==> config.mk <==
export PLATFORM = sky130hd
export DESIGN_NAME = presence_report_on_change_flat
export DESIGN_NICKNAME = d
export VERILOG_FILES = /design/src/prc_pkg.sv /design/src/prc_if.sv /design/src/presence_report_on_change.sv /design/src/prc_front.sv /design/src/prc_queue.sv /design/src/prc_back.sv /design/src/flat_wrapper.sv
export SDC_FILE = /design/constraint.sdc
export NUM_CORES = 1
export LEC_CHECK = 0
export CORE_ASPECT_RATIO = 0.9
export CORE_UTILIZATION = 32
export DETAILED_ROUTE_END_ITERATION = 10
export DONT_BUFFER_PORTS = 1
export PLACE_DENSITY = 0.46
export SYNTH_ARGS = -nofsm -noshare
export SYNTH_HDL_FRONTEND = slang
export SYNTH_SLANG_ARGS = --single-unit
==> constraint.sdc <==
create_clock -name clk -period 9.5 [get_ports clk]
set_input_delay 0.95 -clock clk [delete_from_list [all_inputs] [get_ports clk]]
set_output_delay 0.95 -clock clk [all_outputs]
set_load 0.02 [all_outputs]
==> src/prc_pkg.sv <==
// shared types, constants and register codes of the presence report block
// no dependencies
`default_nettype none
package prc_pkg;

  localparam int QUEUE_DEPTH = 2;

  localparam int CFG_IDX_W = 2;
  localparam int CFG_DATA_W = 32;

  typedef enum logic [CFG_IDX_W-1:0] {
    REG_DEBOUNCE_SAMPLES = 2'd0,
    REG_STALE_TIMEOUT_MS = 2'd1,
    REG_KEEPALIVE_MS     = 2'd2,
    REG_DISTANCE_STEP_CM = 2'd3
  } cfg_idx_t;

  localparam logic [7:0]  DEBOUNCE_RESET  = 8'd3;
  localparam logic [15:0] STALE_RESET     = 16'd2000;
  localparam logic [31:0] KEEPALIVE_RESET = 32'd60000;
  localparam logic [15:0] STEP_RESET      = 16'd20;

  typedef struct packed {
    logic [7:0]  debounce_samples;
    logic [15:0] stale_timeout_ms;
    logic [31:0] keepalive_ms;
    logic [15:0] distance_step_cm;
  } cfg_t;

  // snapshot handed from the front to the back
  typedef struct packed {
    logic [31:0] stamp_ms;
    logic        any_presence;
    logic        moving_flag;
    logic        still_flag;
    logic        pin_debounced;
    logic        radar_live;
    logic [15:0] moving_cm;
    logic [7:0]  moving_energy;
    logic [15:0] still_cm;
    logic [7:0]  still_energy;
    logic [15:0] detect_cm;
    logic        client_ready;
  } snap_t;

endpackage
`default_nettype wire

==> src/prc_if.sv <==
// request channels of the presence report block
// depends on nothing
`default_nettype none
interface prc_in_if;
  logic        valid;
  logic        ready;
  logic        pin_level;
  logic        frame_new;
  logic        frame_presence;
  logic        frame_moving;
  logic        frame_stationary;
  logic [15:0] frame_moving_cm;
  logic [7:0]  frame_moving_energy;
  logic [15:0] frame_still_cm;
  logic [7:0]  frame_still_energy;
  logic [15:0] frame_detect_cm;
  logic [31:0] now_ms;
  logic        client_ready;

  modport source (
    output valid, pin_level, frame_new, frame_presence, frame_moving, frame_stationary,
           frame_moving_cm, frame_moving_energy, frame_still_cm, frame_still_energy,
           frame_detect_cm, now_ms, client_ready,
    input  ready
  );
  modport sink (
    input  valid, pin_level, frame_new, frame_presence, frame_moving, frame_stationary,
           frame_moving_cm, frame_moving_energy, frame_still_cm, frame_still_energy,
           frame_detect_cm, now_ms, client_ready,
    output ready
  );
endinterface

interface prc_out_if;
  logic        valid;
  logic        ready;
  logic        report;
  logic [31:0] stamp_ms;
  logic        any_presence;
  logic        moving_flag;
  logic        still_flag;
  logic [15:0] moving_cm;
  logic [7:0]  moving_energy;
  logic [15:0] still_cm;
  logic [7:0]  still_energy;
  logic [15:0] detect_cm;
  logic        pin_debounced;
  logic        radar_live;

  modport source (
    output valid, report, stamp_ms, any_presence, moving_flag, still_flag, moving_cm,
           moving_energy, still_cm, still_energy, detect_cm, pin_debounced, radar_live,
    input  ready
  );
  modport sink (
    input  valid, report, stamp_ms, any_presence, moving_flag, still_flag, moving_cm,
           moving_energy, still_cm, still_energy, detect_cm, pin_debounced, radar_live,
    output ready
  );
endinterface
`default_nettype wire

==> src/presence_report_on_change.sv <==
// path: an accepted request is written into the snapshot queue, then into the output register
// throughput: one request per cycle while the queue is not full; the front and back each take
// one request a cycle and the snapshot queue (QDEPTH entries) plus the output register absorb stalls
// reset: synchronous active-low rst_n clears debounce, the kept frame's time (marking it empty),
// reported state and queue, and loads the register defaults; no clearing pass
`default_nettype none
module presence_report_on_change
  import prc_pkg::*;
#(
  parameter int QDEPTH = QUEUE_DEPTH
) (
  input  wire logic                  clk,
  input  wire logic                  rst_n,
  prc_in_if.sink                     in_ch,
  prc_out_if.source                  out_ch,
  input  wire logic                  cfg_we,
  input  wire logic [CFG_IDX_W-1:0]  cfg_idx,
  input  wire logic [CFG_DATA_W-1:0] cfg_wdata
);

  cfg_t  cfg_r;
  logic  push, pop, q_full, q_not_empty;
  snap_t push_data, head;

  always_ff @(posedge clk) begin
    if (!rst_n) begin
      cfg_r.debounce_samples <= DEBOUNCE_RESET;
      cfg_r.stale_timeout_ms <= STALE_RESET;
      cfg_r.keepalive_ms     <= KEEPALIVE_RESET;
      cfg_r.distance_step_cm <= STEP_RESET;
    end else if (cfg_we) begin
      unique case (cfg_idx_t'(cfg_idx))
        REG_DEBOUNCE_SAMPLES: cfg_r.debounce_samples <= cfg_wdata[7:0];
        REG_STALE_TIMEOUT_MS: cfg_r.stale_timeout_ms <= cfg_wdata[15:0];
        REG_KEEPALIVE_MS:     cfg_r.keepalive_ms     <= cfg_wdata[31:0];
        REG_DISTANCE_STEP_CM: cfg_r.distance_step_cm <= cfg_wdata[15:0];
        default: ;
      endcase
    end
  end

  prc_front u_front (
    .clk       (clk),
    .rst_n     (rst_n),
    .in_ch     (in_ch),
    .cfg       (cfg_r),
    .q_full    (q_full),
    .push      (push),
    .push_data (push_data)
  );

  prc_queue #(
    .DEPTH (QDEPTH)
  ) u_queue (
    .clk       (clk),
    .rst_n     (rst_n),
    .push      (push),
    .push_data (push_data),
    .pop       (pop),
    .head      (head),
    .not_empty (q_not_empty),
    .full      (q_full)
  );

  prc_back u_back (
    .clk        (clk),
    .rst_n      (rst_n),
    .cfg        (cfg_r),
    .head       (head),
    .head_valid (q_not_empty),
    .pop        (pop),
    .out_ch     (out_ch)
  );

endmodule
`default_nettype wire

==> src/prc_front.sv <==
// front end: pin debounce, frame keeping and snapshot build per request
// depends on prc_pkg and prc_in_if
`default_nettype none
module prc_front
  import prc_pkg::*;
(
  input  wire logic   clk,
  input  wire logic   rst_n,
  prc_in_if.sink      in_ch,
  input  wire cfg_t   cfg,
  input  wire logic   q_full,
  output logic        push,
  output snap_t       push_data
);

  logic        started_r, started_nxt;
  logic        raw_r, raw_nxt;
  logic        stable_r, stable_nxt;
  logic [7:0]  run_r, run_nxt;
  logic [2:0]  kflags_r, kflags_nxt;
  logic [15:0] kmov_cm_r, kmov_cm_nxt;
  logic [7:0]  kmov_en_r, kmov_en_nxt;
  logic [15:0] kstill_cm_r, kstill_cm_nxt;
  logic [7:0]  kstill_en_r, kstill_en_nxt;
  logic [15:0] kdet_cm_r, kdet_cm_nxt;
  logic [31:0] ktime_r, ktime_nxt;
  logic [31:0] age;
  logic        live;

  assign in_ch.ready = !q_full;
  assign push        = in_ch.valid && !q_full;

  always_comb begin
    started_nxt = started_r;
    raw_nxt     = raw_r;
    stable_nxt  = stable_r;
    run_nxt     = run_r;
    if (!started_r) begin
      raw_nxt     = in_ch.pin_level;
      stable_nxt  = in_ch.pin_level;
      run_nxt     = cfg.debounce_samples;
      started_nxt = 1'b1;
    end
    if (in_ch.pin_level != raw_nxt) begin
      raw_nxt = in_ch.pin_level;
      run_nxt = 8'd1;
    end else if (run_nxt < cfg.debounce_samples) begin
      run_nxt = run_nxt + 8'd1;
      if (run_nxt == cfg.debounce_samples) begin
        stable_nxt = raw_nxt;
      end
    end
  end

  always_comb begin
    kflags_nxt    = kflags_r;
    kmov_cm_nxt   = kmov_cm_r;
    kmov_en_nxt   = kmov_en_r;
    kstill_cm_nxt = kstill_cm_r;
    kstill_en_nxt = kstill_en_r;
    kdet_cm_nxt   = kdet_cm_r;
    ktime_nxt     = ktime_r;
    if (in_ch.frame_new) begin
      kflags_nxt    = {in_ch.frame_stationary, in_ch.frame_moving, in_ch.frame_presence};
      kmov_cm_nxt   = in_ch.frame_moving_cm;
      kmov_en_nxt   = in_ch.frame_moving_energy;
      kstill_cm_nxt = in_ch.frame_still_cm;
      kstill_en_nxt = in_ch.frame_still_energy;
      kdet_cm_nxt   = in_ch.frame_detect_cm;
      ktime_nxt     = in_ch.now_ms;
    end
  end

  // time zero marks an empty frame slot; age wraps modulo 2^32
  assign age  = in_ch.now_ms - ktime_nxt;
  assign live = (ktime_nxt != 32'd0) && (age <= {16'd0, cfg.stale_timeout_ms});

  always_comb begin
    push_data.stamp_ms      = in_ch.now_ms;
    push_data.any_presence  = (live && kflags_nxt[0]) || stable_nxt;
    push_data.moving_flag   = live && kflags_nxt[1];
    push_data.still_flag    = live && kflags_nxt[2];
    push_data.pin_debounced = stable_nxt;
    push_data.radar_live    = live;
    push_data.moving_cm     = live ? kmov_cm_nxt : 16'd0;
    push_data.moving_energy = live ? kmov_en_nxt : 8'd0;
    push_data.still_cm      = live ? kstill_cm_nxt : 16'd0;
    push_data.still_energy  = live ? kstill_en_nxt : 8'd0;
    push_data.detect_cm     = live ? kdet_cm_nxt : 16'd0;
    push_data.client_ready  = in_ch.client_ready;
  end

  always_ff @(posedge clk) begin
    if (!rst_n) begin
      started_r <= 1'b0;
      raw_r     <= 1'b0;
      stable_r  <= 1'b0;
      run_r     <= 8'd0;
      ktime_r   <= 32'd0;
    end else if (push) begin
      started_r <= started_nxt;
      raw_r     <= raw_nxt;
      stable_r  <= stable_nxt;
      run_r     <= run_nxt;
      ktime_r   <= ktime_nxt;
    end
  end

  always_ff @(posedge clk) begin
    if (push) begin
      kflags_r    <= kflags_nxt;
      kmov_cm_r   <= kmov_cm_nxt;
      kmov_en_r   <= kmov_en_nxt;
      kstill_cm_r <= kstill_cm_nxt;
      kstill_en_r <= kstill_en_nxt;
      kdet_cm_r   <= kdet_cm_nxt;
    end
  end

endmodule
`default_nettype wire

==> src/prc_queue.sv <==
// short snapshot queue between front and back
// depends on prc_pkg
`default_nettype none
module prc_queue
  import prc_pkg::*;
#(
  parameter int DEPTH = QUEUE_DEPTH
) (
  input  wire logic  clk,
  input  wire logic  rst_n,
  input  wire logic  push,
  input  wire snap_t push_data,
  input  wire logic  pop,
  output snap_t      head,
  output logic       not_empty,
  output logic       full
);

  localparam int PW = (DEPTH > 1) ? $clog2(DEPTH) : 1;
  localparam int CW = $clog2(DEPTH + 1);
  localparam logic [CW-1:0] FULL_CNT = CW'(DEPTH);
  localparam logic [PW-1:0] LAST_PTR = PW'(DEPTH - 1);

  snap_t          mem [DEPTH];
  logic [PW-1:0]  wr_ptr_r, rd_ptr_r;
  logic [CW-1:0]  cnt_r;

  assign head      = mem[rd_ptr_r];
  assign not_empty = (cnt_r != '0);
  assign full      = (cnt_r == FULL_CNT);

  always_ff @(posedge clk) begin
    if (push) begin
      mem[wr_ptr_r] <= push_data;
    end
  end

  always_ff @(posedge clk) begin
    if (!rst_n) begin
      wr_ptr_r <= '0;
      rd_ptr_r <= '0;
      cnt_r    <= '0;
    end else begin
      if (push) begin
        wr_ptr_r <= (wr_ptr_r == LAST_PTR) ? '0 : wr_ptr_r + PW'(1);
      end
      if (pop) begin
        rd_ptr_r <= (rd_ptr_r == LAST_PTR) ? '0 : rd_ptr_r + PW'(1);
      end
      if (push && !pop) begin
        cnt_r <= cnt_r + CW'(1);
      end else if (pop && !push) begin
        cnt_r <= cnt_r - CW'(1);
      end
    end
  end

endmodule
`default_nettype wire

==> src/prc_back.sv <==
// back end: report decision, last reported state and output register
// depends on prc_pkg and prc_out_if
`default_nettype none
module prc_back
  import prc_pkg::*;
(
  input  wire logic  clk,
  input  wire logic  rst_n,
  input  wire cfg_t  cfg,
  input  wire snap_t head,
  input  wire logic  head_valid,
  output logic       pop,
  prc_out_if.source  out_ch
);

  logic        has_rep_r;
  logic [4:0]  rep_flags_r;
  logic [15:0] rep_mov_r, rep_still_r, rep_det_r;
  logic [31:0] rep_time_r;
  logic        out_valid_r;
  logic        out_report_r;
  snap_t       out_snap_r;

  logic [4:0]  flags;
  logic [15:0] d_mov, d_still, d_det;
  logic [31:0] since;
  logic        moved, publish;

  function automatic logic [15:0] abs_diff(input logic [15:0] a, input logic [15:0] b);
    abs_diff = (a > b) ? (a - b) : (b - a);
  endfunction

  assign pop = head_valid && (!out_valid_r || out_ch.ready);

  assign flags   = {head.radar_live, head.pin_debounced, head.still_flag,
                    head.moving_flag, head.any_presence};
  assign d_mov   = abs_diff(head.moving_cm, rep_mov_r);
  assign d_still = abs_diff(head.still_cm, rep_still_r);
  assign d_det   = abs_diff(head.detect_cm, rep_det_r);
  assign moved   = head.radar_live && ((d_mov >= cfg.distance_step_cm) ||
                   (d_still >= cfg.distance_step_cm) || (d_det >= cfg.distance_step_cm));
  assign since   = head.stamp_ms - rep_time_r;
  assign publish = head.client_ready &&
                   (!has_rep_r || (flags != rep_flags_r) || moved ||
                    (since >= cfg.keepalive_ms));

  always_ff @(posedge clk) begin
    if (!rst_n) begin
      has_rep_r   <= 1'b0;
      rep_flags_r <= 5'd0;
      rep_mov_r   <= 16'd0;
      rep_still_r <= 16'd0;
      rep_det_r   <= 16'd0;
      rep_time_r  <= 32'd0;
      out_valid_r <= 1'b0;
    end else begin
      if (pop && publish) begin
        has_rep_r   <= 1'b1;
        rep_flags_r <= flags;
        rep_mov_r   <= head.moving_cm;
        rep_still_r <= head.still_cm;
        rep_det_r   <= head.detect_cm;
        rep_time_r  <= head.stamp_ms;
      end
      if (pop) begin
        out_valid_r <= 1'b1;
      end else if (out_ch.ready) begin
        out_valid_r <= 1'b0;
      end
    end
  end

  always_ff @(posedge clk) begin
    if (pop) begin
      out_report_r <= publish;
      out_snap_r   <= head;
    end
  end

  assign out_ch.valid         = out_valid_r;
  assign out_ch.report        = out_report_r;
  assign out_ch.stamp_ms      = out_snap_r.stamp_ms;
  assign out_ch.any_presence  = out_snap_r.any_presence;
  assign out_ch.moving_flag   = out_snap_r.moving_flag;
  assign out_ch.still_flag    = out_snap_r.still_flag;
  assign out_ch.moving_cm     = out_snap_r.moving_cm;
  assign out_ch.moving_energy = out_snap_r.moving_energy;
  assign out_ch.still_cm      = out_snap_r.still_cm;
  assign out_ch.still_energy  = out_snap_r.still_energy;
  assign out_ch.detect_cm     = out_snap_r.detect_cm;
  assign out_ch.pin_debounced = out_snap_r.pin_debounced;
  assign out_ch.radar_live    = out_snap_r.radar_live;

endmodule
`default_nettype wire
==> src/flat_wrapper.sv <==
// flat-port wrapper written by rule: the top's interface ports become plain ports
module presence_report_on_change_flat import prc_pkg::*;
#(
  parameter int QDEPTH = QUEUE_DEPTH
)
  (clk, rst_n, cfg_we, cfg_idx, cfg_wdata, in_ch_valid, in_ch_pin_level, in_ch_frame_new, in_ch_frame_presence, in_ch_frame_moving, in_ch_frame_stationary, in_ch_frame_moving_cm, in_ch_frame_moving_energy, in_ch_frame_still_cm, in_ch_frame_still_energy, in_ch_frame_detect_cm, in_ch_now_ms, in_ch_client_ready, in_ch_ready, out_ch_valid, out_ch_report, out_ch_stamp_ms, out_ch_any_presence, out_ch_moving_flag, out_ch_still_flag, out_ch_moving_cm, out_ch_moving_energy, out_ch_still_cm, out_ch_still_energy, out_ch_detect_cm, out_ch_pin_debounced, out_ch_radar_live, out_ch_ready);
  prc_in_if in_ch_i ();
  prc_out_if out_ch_i ();
  input  wire logic clk;
  input  wire logic rst_n;
  input  wire logic cfg_we;
  input  wire logic [CFG_IDX_W-1:0] cfg_idx;
  input  wire logic [CFG_DATA_W-1:0] cfg_wdata;
  input wire logic [$bits(in_ch_i.valid)-1:0] in_ch_valid;
  input wire logic [$bits(in_ch_i.pin_level)-1:0] in_ch_pin_level;
  input wire logic [$bits(in_ch_i.frame_new)-1:0] in_ch_frame_new;
  input wire logic [$bits(in_ch_i.frame_presence)-1:0] in_ch_frame_presence;
  input wire logic [$bits(in_ch_i.frame_moving)-1:0] in_ch_frame_moving;
  input wire logic [$bits(in_ch_i.frame_stationary)-1:0] in_ch_frame_stationary;
  input wire logic [$bits(in_ch_i.frame_moving_cm)-1:0] in_ch_frame_moving_cm;
  input wire logic [$bits(in_ch_i.frame_moving_energy)-1:0] in_ch_frame_moving_energy;
  input wire logic [$bits(in_ch_i.frame_still_cm)-1:0] in_ch_frame_still_cm;
  input wire logic [$bits(in_ch_i.frame_still_energy)-1:0] in_ch_frame_still_energy;
  input wire logic [$bits(in_ch_i.frame_detect_cm)-1:0] in_ch_frame_detect_cm;
  input wire logic [$bits(in_ch_i.now_ms)-1:0] in_ch_now_ms;
  input wire logic [$bits(in_ch_i.client_ready)-1:0] in_ch_client_ready;
  output wire logic [$bits(in_ch_i.ready)-1:0] in_ch_ready;
  output wire logic [$bits(out_ch_i.valid)-1:0] out_ch_valid;
  output wire logic [$bits(out_ch_i.report)-1:0] out_ch_report;
  output wire logic [$bits(out_ch_i.stamp_ms)-1:0] out_ch_stamp_ms;
  output wire logic [$bits(out_ch_i.any_presence)-1:0] out_ch_any_presence;
  output wire logic [$bits(out_ch_i.moving_flag)-1:0] out_ch_moving_flag;
  output wire logic [$bits(out_ch_i.still_flag)-1:0] out_ch_still_flag;
  output wire logic [$bits(out_ch_i.moving_cm)-1:0] out_ch_moving_cm;
  output wire logic [$bits(out_ch_i.moving_energy)-1:0] out_ch_moving_energy;
  output wire logic [$bits(out_ch_i.still_cm)-1:0] out_ch_still_cm;
  output wire logic [$bits(out_ch_i.still_energy)-1:0] out_ch_still_energy;
  output wire logic [$bits(out_ch_i.detect_cm)-1:0] out_ch_detect_cm;
  output wire logic [$bits(out_ch_i.pin_debounced)-1:0] out_ch_pin_debounced;
  output wire logic [$bits(out_ch_i.radar_live)-1:0] out_ch_radar_live;
  input wire logic [$bits(out_ch_i.ready)-1:0] out_ch_ready;
  assign in_ch_i.valid = in_ch_valid;
  assign in_ch_i.pin_level = in_ch_pin_level;
  assign in_ch_i.frame_new = in_ch_frame_new;
  assign in_ch_i.frame_presence = in_ch_frame_presence;
  assign in_ch_i.frame_moving = in_ch_frame_moving;
  assign in_ch_i.frame_stationary = in_ch_frame_stationary;
  assign in_ch_i.frame_moving_cm = in_ch_frame_moving_cm;
  assign in_ch_i.frame_moving_energy = in_ch_frame_moving_energy;
  assign in_ch_i.frame_still_cm = in_ch_frame_still_cm;
  assign in_ch_i.frame_still_energy = in_ch_frame_still_energy;
  assign in_ch_i.frame_detect_cm = in_ch_frame_detect_cm;
  assign in_ch_i.now_ms = in_ch_now_ms;
  assign in_ch_i.client_ready = in_ch_client_ready;
  assign in_ch_ready = in_ch_i.ready;
  assign out_ch_valid = out_ch_i.valid;
  assign out_ch_report = out_ch_i.report;
  assign out_ch_stamp_ms = out_ch_i.stamp_ms;
  assign out_ch_any_presence = out_ch_i.any_presence;
  assign out_ch_moving_flag = out_ch_i.moving_flag;
  assign out_ch_still_flag = out_ch_i.still_flag;
  assign out_ch_moving_cm = out_ch_i.moving_cm;
  assign out_ch_moving_energy = out_ch_i.moving_energy;
  assign out_ch_still_cm = out_ch_i.still_cm;
  assign out_ch_still_energy = out_ch_i.still_energy;
  assign out_ch_detect_cm = out_ch_i.detect_cm;
  assign out_ch_pin_debounced = out_ch_i.pin_debounced;
  assign out_ch_radar_live = out_ch_i.radar_live;
  assign out_ch_i.ready = out_ch_ready;
  presence_report_on_change #(.QDEPTH(QDEPTH)) u_core (.clk(clk), .rst_n(rst_n), .in_ch(in_ch_i), .out_ch(out_ch_i), .cfg_we(cfg_we), .cfg_idx(cfg_idx), .cfg_wdata(cfg_wdata));
endmodule
* After elaboration in Yosys (flattened, before gate mapping)
Memory sizes are Yosys's and may differ from the RTL's. A register that Yosys moved wholly into a read port is not among the register bits.
Index checks and enable logic that the tools add are counted.
** Cells by class
- Add/subtract/negate cells :: 13
- Order comparisons :: 9
- Reduce and logical (&&, ||, !) cells :: 32
- Equality and inequality tests :: 7
- Mux-type cells :: 34
** Operator list (number)
- two-way mux 16 bit :: 9
- subtractor 16 bit :: 6
- subtractor 32 bit :: 2
- two-way mux 8 bit :: 7
- greater-or-equal comparator 16 bit :: 3
- > comparator 16 bit :: 3
- greater-or-equal comparator 32 bit :: 1
- less-or-equal comparator 32 x 16 -> 1 bit :: 1
- two-way mux 32 bit :: 1
- nonzero test 32 bit :: 1
- two-way mux 1 bit :: 14
- logical AND 1 bit :: 11
- adder 8 x 1 -> 8 bit, second input constant :: 1
- == test 8 bit :: 1
- less-than comparator 8 bit :: 1
- AND reduction 2 bit :: 4
- logical OR 1 bit :: 7
- == test 2 bit, second input constant :: 3
- nonzero test 2 bit :: 3
- logical NOT 1 bit :: 5
- inequality test 5 bit :: 1
- two-way mux 2 bit :: 2
- two-way mux 3 bit :: 1
- adder 1 bit, second input constant :: 2
- 5 further kinds :: 5
** Word-level totals
- RAM bits :: 204
- Logic and storage cells :: 133
- Flip-flop bits (word level) :: 375
- Output and inout port bits :: 104
- Memories :: 1
** Memories
- u_core.u_queue.mem :: depth 2, width 102, read ports 1, clocked after Yosys merged registers in 1, wr ports 1, RTL line prc_queue.sv:24 : snap_t mem [DEPTH];

* Longest topological paths before layout
Gate-level depths: netlist (run 1).
- Word-level depth :: 10
- Gate-level depth with buffers :: 31
- Depth with buffers taken out :: 26

* By module
Synthesis (run 1) repeated with hierarchy kept, for this count alone.
** Unflattened totals
- Cell total of the unflattened synthesis :: 3205
- Area, all modules :: 34459.3 um^2
** Modules (own cells, without submodules)
- prc_back :: area each 14844.2 um^2, cells an instance 1665, sequential area each 4804.6 um^2, times used 1
- prc_front :: area each 8843.5 um^2, cells an instance 908, sequential area each 2872.8 um^2, times used 1
- prc_queue :: area each 7902.6 um^2, cells an instance 339, sequential area each 6226.0 um^2, times used 1
- presence_report_on_change :: area each 2869.0 um^2, cells an instance 293, sequential area each 1441.4 um^2, times used 1

* Worst setup path after synthesis (run 1)
Ideal clock, no wire load.
- Path kind :: in2reg
- Start point :: in out_ch_ready
- End point :: reg u_core.u_back.rep_det_r[10]
- Arrival :: 7.071 ns
- Stages :: 8
- Required time :: 9.384 ns
- Buffers on the path :: 2
- Path slack :: 2.313 ns
- Cell sequence :: nor2b_1 -> nor2_1 -> inv_1 -> a211oi_2 -> clkbuf_1 -> clkbuf_1 -> nand2_1 -> o211a_1
** Between the ends
- Word-level cells in the longest chain between the ends :: 3
** RTL lines
- from (decl) :: RTL line flat_wrapper.sv:41 : input wire logic [$bits(out_ch_i.ready)-1:0] out_ch_ready;
- logical OR 1 bit :: RTL line prc_back.sv:33 : assign pop = head_valid && (!out_valid_r || out_ch.ready);
- logical AND 1 bit :: RTL line prc_back.sv:33
- via u_core.pop :: RTL line presence_report_on_change.sv:22 : logic push, pop, q_full, q_not_empty;
- logical AND 1 bit :: RTL line prc_back.sv:57 : if (pop && publish) begin
- to (signal assigned) :: RTL line prc_back.sv:62 : rep_det_r <= head.detect_cm;
- to (decl) :: RTL line prc_back.sv:18 : logic [15:0] rep_mov_r, rep_still_r, rep_det_r;
The timed path passes the listed nets, and every way through them passes these cells.
A chain may end at the register's enable or synchronous reset.

==> results of run 1 <==
[routing by layer]
layer  track usage, %  wire length [um]  vias to the layer above
met4             4.59              2020                       16
met3             3.70              4840                      136
met2             27.3             40000                      515
met1             24.9             44500                    10900
li1                 -                 -                    10800
met5                0               103                        -
[worst max path at each step]
stage	from	endpoint	slack, ns	cells after the start
after global routing	register	u_core.u_back.rep_time_r[6]$_SDFFE_PN0P_	0.87	26
after detailed placement	register	u_core.u_back.rep_time_r[4]$_SDFFE_PN0P_	1.63	26
final	register	u_core.u_back.rep_time_r[4]$_SDFFE_PN0P_	1.53	26
after floorplan	out_ch_ready	u_core.u_back.rep_det_r[10]$_SDFFE_PN0P_	2.31	8
after global placement	register	u_core.u_back.rep_time_r[4]$_SDFFE_PN0P_	1.63	26
after CTS	register	u_core.u_back.rep_time_r[4]$_SDFFE_PN0P_	1.59	26
[cell type report]
| cell class | count | area, um^2 |
|---|---|---|
| fillers | 9875 | 64100 |
| multi-input cells | 2049 | 15500 |
| flip-flops and latches | 580 | 15300 |
| clock buffers | 87 | 1870 |
| well taps | 1344 | 1680 |
| inverters | 254 | 956 |
| clock inverters | 41 | 427 |
| repair buffers | 17 | 140 |
[synthesized netlist by cell type, drive strengths merged, types with 13 or more instances]
cell    instances
a21boi         53
a21o           89
a21oi         170
a31oi          18
and2           13
and3           15
buf            31
clkbuf        108
dfxtp         207
edfxtp        373
ha            263
inv           253
mux2          128
mux2i         121
nand2         319
nand2b         14
nand3          60
nand4          39
nor2           88
nor2b          93
nor3           24
o211a          84
o211ai         24
o21a           19
o21ai         113
o21bai         23
xnor2          82
xor2           37
[stage by stage]
stage,util (%),hold WS (ns),total power [mW]
2_1_floorplan,-,0.433,8.01
3_3_place_gp,33.6,0.439,9.37
4_1_cts,35.9,0.351,12.2
6_report,35.9,0.404,12.1
3_5_place_dp,33.6,0.449,9.46
5_1_grt,35.9,0.359,13.0
[sequential cells by signal, indices dropped and copies added (netlist names), 32 cells and up, named ones only]
signal / flops
u_core.u_back.rep_time_r: 32
u_core.u_front.ktime_r: 32
u_core.u_queue.mem: 204
u_core.u_back.out_ch.stamp_ms: 32
u_core.cfg_r: 72
[cells by family (layout without fill, tap and decap cells)]
family | Yosys count | count (layout)
AO/OA/AOI/OAI | 690 | 690
XOR/XNOR | 119 | 119
adder cells (fa/ha/maj) | 271 | 271
buffers and inverters | 393 | 399
flip-flops | 580 | 580
multiplexers | 249 | 249
AND/OR/NAND/NOR | 720 | 720
[power by group through the flow]
stage	combinational (mW)	sequential, mW	clock [mW]
after floorplan	4.10	3.92	0
after global placement	5.34	4.03	0
after detailed placement	5.42	4.04	0
after CTS	5.46	3.99	2.79
after global routing	6.12	4.04	2.88
final	5.44	3.97	2.70
[worst max-delay path: stages, from the launching register on]
cell       delay [ns]
dfxtp_4          0.78
buf_4            0.59
mux2i_1          0.56
inv_1            0.18
fa_1             0.46
a21oi_1          0.21
o21ai_0          0.17
a2111oi_0        0.45
nor3_1           0.16
and3b_1          0.21
o21ai_1          0.13
buf_4            0.30
mux2i_1          0.50
a31oi_1          0.18
xnor2_1          0.31
ha_1             0.32
a21o_1           0.18
a21o_1           0.17
a21oi_1          0.20
o22ai_1          0.12
nor3_1           0.22
nand4_1          0.15
a21oi_1          0.34
a211oi_4         0.11
buf_4            0.41
nand3_1          0.21
o21ai_0          0.09
==> impl_metrics.py, run 1 <==
metrics = {
    "synthesis": {
        "synth.mux.area_fraction_pct": 8.21,
        "syn-instance-count": 3022,
        "synth_nets": 3434,
        "synth_compound_area_share_pct": 14.9,
        "synth_seq_cells": 580,
        "synthAdderAreaFrac_pct": 10.7,
        "synth_edf_count": 373,
        "synthDistinctLibCells": 81,
        "synth_warnings": 0,
        "synth_top_cell_by_area": "edfxtp_1",
        "synth_top_family_by_area": "compound AO/OA/AOI/OAI gates",
        "netlist_top_cells_area": "edfxtp_1 (35%), dfxtp_1 (13%), ha_1 (10%)",
        "ys.flop_type": "edfxtp_1",
        "yosysSeqAreaShare_pct": 47.5,
        "yosysTopAreaCellShare_pct": 34.7,
        "syn_area_mm2": 0.0323,
        "synth_xor_area_share_pct": 3.22,
        "postSynth.asyncResetShare_pct": 0,
        "avgSynthCellArea_um2": 10.7,
        "yosys.area_share.simple_pct": 10.8,
    },
    "hold_path": {
        "hp-start": "in_ch_now_ms[5]",
        "worst_hold_path_type": "in -> reg",
        "hold_depth": 0,
        "holdPathEnd": "u_core.u_queue.mem[1][75]$_DFFE_PP_",
    },
    "layout": {
        "syn_to_final_growth_pct": 11.1,
        "finalInstanceArea_mm2": 0.0359,
        "final_layout_size_suffix_gt1_share_pct": 9.54,
        "layout_common_cells": "edfxtp_1 (373), nand2_1 (319), ha_1 (263)",
        "final_common_cell": "edfxtp_1",
        "antenna_cells": 0,
        "stdcell_count": 4372,
        "fin_nets": 3384,
    },
    "power_and_ir_drop": {
        "vdd_drop_max_v": 0.000225,
        "internal_power_mw": 7.19,
        "p_leak_nw": 14.4,
        "p_switching_mw": 4.92,
        "combPwrFrac_pct": 44.9,
        "clkPwrFrac_pct": 22.3,
        "power_frac_seq_pct": 32.8,
        "p_per_area_mw_per_mm2": 337,
        "swShare_pct": 40.6,
    },
    "timing": {
        "finalSetupViolations": 0,
        "hold_violations": 0,
        "setup_ws_ns": 1.53,
        "clock_skew_ns": 0.0320,
        "fin_crit_ns": 7.97,
        "fin_setup_tns_ns": 0,
        "tightest_slew_ns": 1.14,
        "max_clock_freq_mhz": 125,
        "rsz0062_at_grt": "no",
        "slew_headroom_pct": 24.0,
        "slew_viol_final": 0,
        "finalCritPeriodShare_pct": 83.9,
    },
    "job": {
        "maxCapViolations": 0,
    },
    "clock_network": {
        "post-cts-setup-buffer-count": 0,
        "numCtsBuffers": 70,
        "clkTransAtPathRegs_ns": 0.06,
        "htreeDepth": 3,
        "clk_latency_ns": 0.65,
        "ctsHoldBuffers": 0,
        "clockBufferDepth": 3,
        "cts_tree": "built",
        "cts_sinks": 580,
        "root_buffer": "clkbuf_16",
        "post_cts_resized": 0,
    },
    "placement": {
        "dp_hpwl_mm": 66.0,
        "pre_cts_slack_ns": 1.63,
        "place_area_mm2": 0.0336,
        "gp_congestion": 0.894,
        "placed_cells": 4244,
        "io_buffers": 0,
    },
    "floorplan": {
        "dieArea_mm2": 0.102,
        "die_width_um": 337,
        "io_pins": 245,
        "num_rows": 110,
        "core_region_area_mm2": 0.100,
        "die_h_um": 303,
        "initial_core_util_pct": 32.3,
    },
    "worst_setup_path": {
        "worstSetupPathType": "reg -> reg",
        "rrSetupSlack_ns": 1.53,
        "worstPathRequired_ns": 9.97,
        "r2r-end": "u_core.u_back.rep_time_r[4]$_SDFFE_PN0P_",
        "start_kind": "register",
        "arrival_ns": 8.45,
        "path_max_fanout": 99,
        "end_kind": "register",
        "reg2reg_depth": 26,
    },
    "grt": {
        "grt_pass1_wl_mm": 137,
        "grtUsageTotal_pct": 17.7,
        "grt_max_degree": 242,
        "grt_pass1_vias": 22000,
        "grt_overflow": 0,
        "antenna_found_initial": 11,
    },
    "route": {
        "drtIter0Drc": 1413,
        "routedWlPerCell_um": 20.9,
        "firstDrtPassIters": 6,
        "vias": 22300,
        "wl_mm": 91.4,
        "vias_per_cell": 5.11,
        "ant_nets": 0,
        "drc": 0,
    },
    "run_status": {
        "outcome": "finished, final reports clean",
    },
}
(Power assumes the default switching activity.)
==> inputs of run 2 (changes only) <==
- clock period: 9.5 -> 7.7 ns (I/O delays scaled with it)
==> run 2 against run 1 <==
Compared with the run above:
- clock skew grew 0.014 ns
- sequential share of layout area shrank 0.053 points
- worst hold slack lost 0.19 ns
- clock power grew 19%
- global-route usage is essentially flat
- non-clock buffer count grew 10
- setup slack lost 0.87 ns
- largest cell class unchanged
- critical path type unchanged
- sequential power grew 23%
- utilization is essentially flat
- design area grew 0.13%
- count of clock-buffer cells in the layout grew 7
- register-to-register slack lost 0.87 ns
==> impl_metrics.py, run 2 (synthesized netlist as in run 1, its figures left out) <==
metrics = {
    "timing": {
        "fin_crit_ns": 7.04,
        "tightest_slew_ns": 1.12,
        "hold_ws_ns": 0.217,
        "clock_skew_ns": 0.0464,
        "fin_setup_tns_ns": 0,
        "rsz0062_at_grt": "no",
        "hold_violations": 0,
        "max_clock_freq_mhz": 142,
        "finalCritPeriodShare_pct": 91.4,
        "slew_headroom_pct": 25.3,
        "setup_ws_ns": 0.659,
        "finalSetupViolations": 0,
        "slew_viol_final": 0,
    },
    "clock_network": {
        "cts_tree": "built",
        "clk_latency_ns": 0.65,
        "root_buffer": "clkbuf_16",
        "post_cts_resized": 0,
        "clkTransAtPathRegs_ns": 0.06,
        "numCtsBuffers": 70,
        "htreeDepth": 3,
        "clockBufferDepth": 3,
        "ctsHoldBuffers": 0,
        "post-cts-setup-buffer-count": 0,
        "cts_sinks": 580,
    },
    "grt": {
        "grt_pass1_vias": 21800,
        "antenna_found_initial": 13,
        "grt_pass1_wl_mm": 137,
        "grt_max_degree": 242,
        "grt_overflow": 0,
        "grtUsageTotal_pct": 17.7,
    },
    "worst_setup_path": {
        "worstPathCellList": "buf_12 > mux2i_1 > inv_1 > ha_1 > a211o_1 > a2111oi_0 > o21ai_0 > o21ai_4 > mux2i_1 > o21ai_0 > o2bb2ai_1 > o22ai_1 > o21ai_1 > xor2_1 > ha_1 > nand4_1 > or4_1 > nand4_1 > a21oi_1 > a211oi_4 > buf_12 > nand2_1 > o211a_1",
        "path_max_fanout": 96,
        "reg2reg_depth": 23,
        "worstPathRequired_ns": 8.20,
        "critPathSlowestCell": "or4_1",
        "arrival_ns": 7.54,
        "start_kind": "register",
        "slowest_delay_ns": 0.52,
        "worstSetupPathType": "reg -> reg",
        "rrSetupSlack_ns": 0.66,
        "end_kind": "register",
    },
    "placement": {
        "pre_cts_slack_ns": 0.733,
        "gp_congestion": 0.882,
        "place_area_mm2": 0.0337,
        "placed_cells": 4254,
        "dp_hpwl_mm": 66.5,
        "io_buffers": 0,
    },
    "power_and_ir_drop": {
        "power_mw": 14.9,
        "vdd_drop_max_v": 0.000190,
        "p_leak_nw": 14.4,
        "p_per_area_mw_per_mm2": 414,
    },
    "layout": {
        "reg_top3": "u_core.u_queue.mem x204, u_core.cfg_r x72",
        "finalCoreUtilization_pct": 35.9,
        "stdcell_count": 4380,
        "layout_common_cells": "edfxtp_1 (373), nand2_1 (319), ha_1 (263)",
        "fin_nets": 3394,
        "largest_reg_flops": 204,
        "final_common_cell": "edfxtp_1",
        "largest_register": "u_core.u_queue.mem",
        "finalInstanceArea_mm2": 0.0360,
        "final_layout_size_suffix_gt1_share_pct": 9.59,
        "syn_to_final_growth_pct": 11.3,
    },
    "run_status": {
        "outcome": "finished, final reports clean",
    },
    "job": {
        "maxCapViolations": 0,
    },
    "route": {
        "routedWlPerCell_um": 20.8,
        "firstDrtPassIters": 7,
        "vias": 22300,
        "vias_per_cell": 5.08,
        "wl_mm": 91.0,
        "drtIter0Drc": 1489,
        "drc": 0,
        "ant_nets": 0,
    },
    "hold_path": {
        "worst_hold_path_type": "in -> reg",
        "hold_depth": 0,
    },
    "floorplan": {
        "die_width_um": 337,
        "dieArea_mm2": 0.102,
        "initial_core_util_pct": 32.3,
        "num_rows": 110,
        "core_region_area_mm2": 0.100,
        "io_pins": 245,
        "die_h_um": 303,
    },
}
-- run 2: changes by cell type in the layout (fill, tap and decap cells not counted), moves of 4 or more --
cell,change
bufinv_16,-4
buf_12,+4
inv_6,-4
buf_4,+6
-- run 2: layout make-up --
| cell class | count | area, um^2 |
|---|---|---|
| inverter | 254 | 956 |
| fill | 9933 | 64100 |
| multi-input combinational | 2049 | 15500 |
| clock buffer | 94 | 1990 |
| sequential | 580 | 15300 |
| antenna | 3 | 7.51 |
| tap | 1344 | 1680 |
| timing repair buffer | 27 | 265 |
| clock inverter | 29 | 219 |
-- run 2: power by group --
part           internal (mW)  switching [mW]
Clock                   1.87            1.33
Sequential              4.19           0.697
Combinational           2.79            4.00
Total                   8.85            6.03
-- run 2: final timing paths --
kind | start | endpoint
worst max-delay path | register | u_core.u_back.rep_mov_r[10]$_SDFFE_PN0P_
worst max register to register | register | u_core.u_back.rep_mov_r[10]$_SDFFE_PN0P_
worst min-delay path | in_ch_now_ms[16] | u_core.u_queue.mem[1][86]$_DFFE_PP_
worst min register to register | u_core.u_back.rep_time_r[24]$_SDFFE_PN0P_ | u_core.u_back.rep_time_r[24]$_SDFFE_PN0P_
-- run 2: critical path: cells and delay by family, from the launching register on --
kind	cells	cell delay [ns]
AOI/OAI and AO/OA	11	2.82
DFF	1	0.47
xor gates and xnor gates	1	0.17
and+or+nand+nor	4	0.89
buffers and inverters	3	0.82
adders and majority gates	2	0.73
muxes	2	0.72
-- run 2: per-layer routing --
layer	wire [um]	vias to the layer above	GRT usage, %
li1	-	10800	-
met1	44700	10800	25.2
met2	39500	473	26.9
met3	4530	130	3.66
met4	2200	18	4.99
met5	115	-	0
==> inputs of run 3 (changes only) <==
- MAX_ROUTING_LAYER: not set -> met4
- clock period: 7.7 -> 8 ns (I/O delays scaled with it)
==> run 3 against run 2 <==
Compared with the run above:
- clock power increased by 5%
- combinational power decreased by 4.0%
- first-iteration DRC count decreased by 7.0%
- critical path type unchanged
- highest routed layer is now met4
- power down 1.8%
- critical path depth rose by 2
- via count grew 0.25%
- setup slack better by 0.066 ns
- cell count grew 0.25%
- routed wire length increased by 1.1%
==> impl_metrics.py, run 3 (synthesized netlist as in run 1, its figures left out) <==
metrics = {
    "power_and_ir_drop": {
        "vdd_drop_max_v": 0.000244,
        "power_mw": 14.6,
        "p_per_area_mw_per_mm2": 404,
        "p_leak_nw": 14.5,
    },
    "worst_setup_path": {
        "worstSetupPathType": "reg -> reg",
        "arrival_ns": 7.78,
        "worstPathRequired_ns": 8.51,
        "slowest_delay_ns": 0.88,
        "cp_common_cell": "a21oi_1",
        "path_max_fanout": 78,
        "critPathSlowestCell": "dfxtp_4",
        "start_kind": "register",
        "crit_buf_inv": 3,
        "cpLargestDelayFamily": "compound AO/OA/AOI/OAI gates",
        "end_kind": "register",
    },
    "grt": {
        "grt_pass1_vias": 21900,
        "grt_overflow": 0,
        "antenna_found_initial": 12,
        "grtUsageTotal_pct": 18.3,
        "grt_pass1_wl_mm": 138,
        "grt_max_degree": 242,
    },
    "floorplan": {
        "initial_core_util_pct": 32.3,
        "dieArea_mm2": 0.102,
        "io_pins": 245,
        "die_h_um": 303,
        "die_width_um": 337,
        "core_region_area_mm2": 0.100,
        "num_rows": 110,
    },
    "route": {
        "drc": 0,
        "vias": 22300,
        "wl_mm": 92.0,
        "drtIter0Drc": 1385,
        "vias_per_cell": 5.08,
        "routedWlPerCell_um": 21.0,
        "firstDrtPassIters": 5,
        "ant_nets": 0,
    },
    "layout": {
        "reg_top3": "u_core.u_queue.mem x204, u_core.cfg_r x72",
        "finalInstanceArea_mm2": 0.0361,
        "layout_common_cells": "edfxtp_1 (373), nand2_1 (319), ha_1 (263)",
        "nFillCells": 9974,
        "stdcell_count": 4391,
        "largest_reg_flops": 204,
        "final_common_cell": "edfxtp_1",
        "final_layout_size_suffix_gt1_share_pct": 10.0,
        "fin_nets": 3390,
        "syn_to_final_growth_pct": 11.9,
        "largest_register": "u_core.u_queue.mem",
        "finalCoreUtilization_pct": 36.1,
    },
    "timing": {
        "fin_setup_tns_ns": 0,
        "max_clock_freq_mhz": 137,
        "rsz0062_at_grt": "no",
        "fin_crit_ns": 7.27,
        "slew_headroom_pct": 28.5,
        "clock_skew_ns": 0.0392,
        "finalSetupViolations": 0,
        "tightest_slew_ns": 1.07,
        "hold_violations": 0,
        "finalCritPeriodShare_pct": 90.9,
        "slew_viol_final": 0,
    },
    "clock_network": {
        "post-cts-setup-buffer-count": 0,
        "ctsHoldBuffers": 0,
        "clkTransAtPathRegs_ns": 0.07,
        "cts_sinks": 580,
        "root_buffer": "clkbuf_16",
        "clk_latency_ns": 0.64,
        "post_cts_resized": 0,
        "cts_tree": "built",
        "clockBufferDepth": 3,
        "numCtsBuffers": 71,
        "htreeDepth": 3,
    },
    "run_status": {
        "outcome": "finished, final reports clean",
    },
    "hold_path": {
        "worst_hold_path_type": "in -> reg",
        "hp-start": "in_ch_now_ms[30]",
    },
    "placement": {
        "place_area_mm2": 0.0337,
        "dp_hpwl_mm": 66.4,
        "gp_congestion": 0.905,
        "placed_cells": 4249,
        "io_buffers": 0,
    },
    "job": {
        "maxCapViolations": 0,
    },
}
## run 3: changes by cell type in the layout (fill, tap and decap cells not counted), sizes merged
cell,before,now
clkinvlp,3,6
bufinv,2,9
diode,3,12
buf,27,22
clkinv,22,28
clkbuf,94,85
## run 3: metal layers
layer / global-route usage [%] / vias to the layer above / part of all wire [%]
li1: - / 10800 / -
met1: 25.3 / 10900 / 49
met2: 27.4 / 460 / 44
met3: 3.72 / 104 / 4.7
met4: 4.00 / 0 / 1.8
met5: - / - / 0
## run 3: worst paths after layout
check / cells past startpoint / slack (ns) / end
max reg2reg: 25 / 0.73 / u_core.u_back.rep_det_r[13]$_SDFFE_PN0P_
min: 0 / 0.26 / u_core.u_queue.mem[0][100]$_DFFE_PP_
max: 25 / 0.73 / u_core.u_back.rep_det_r[13]$_SDFFE_PN0P_
min reg2reg: 2 / 0.45 / u_core.u_back.rep_time_r[7]$_SDFFE_PN0P_
## run 3: stage by stage
step	setup slack, ns	hold slack, ns
after global routing	0.347	0.209
after CTS	0.823	0.194
final	0.725	0.255
after global placement	0.914	0.443
after floorplan	0.963	0.433
after detailed placement	0.844	0.451
## run 3: layout make-up
class / instances / area, um^2 / area share [%]
clock buffers: 85 / 1930 / 5.35
clock inverters: 45 / 504 / 1.39
flip-flops and latches: 580 / 15300 / 42.5
diodes: 12 / 30.0 / 0.0831
repair buffers: 22 / 203 / 0.561
well taps: 1344 / 1680 / 4.65
multi-input cells: 2049 / 15500 / 42.9
inverters: 254 / 956 / 2.64
## run 3: report_power, final
part	switching, mW	internal, mW	total (mW)
registers	0.692	4.03	4.72
logic	3.85	2.67	6.52
clock network	1.34	2.03	3.37
total	5.89	8.72	14.6
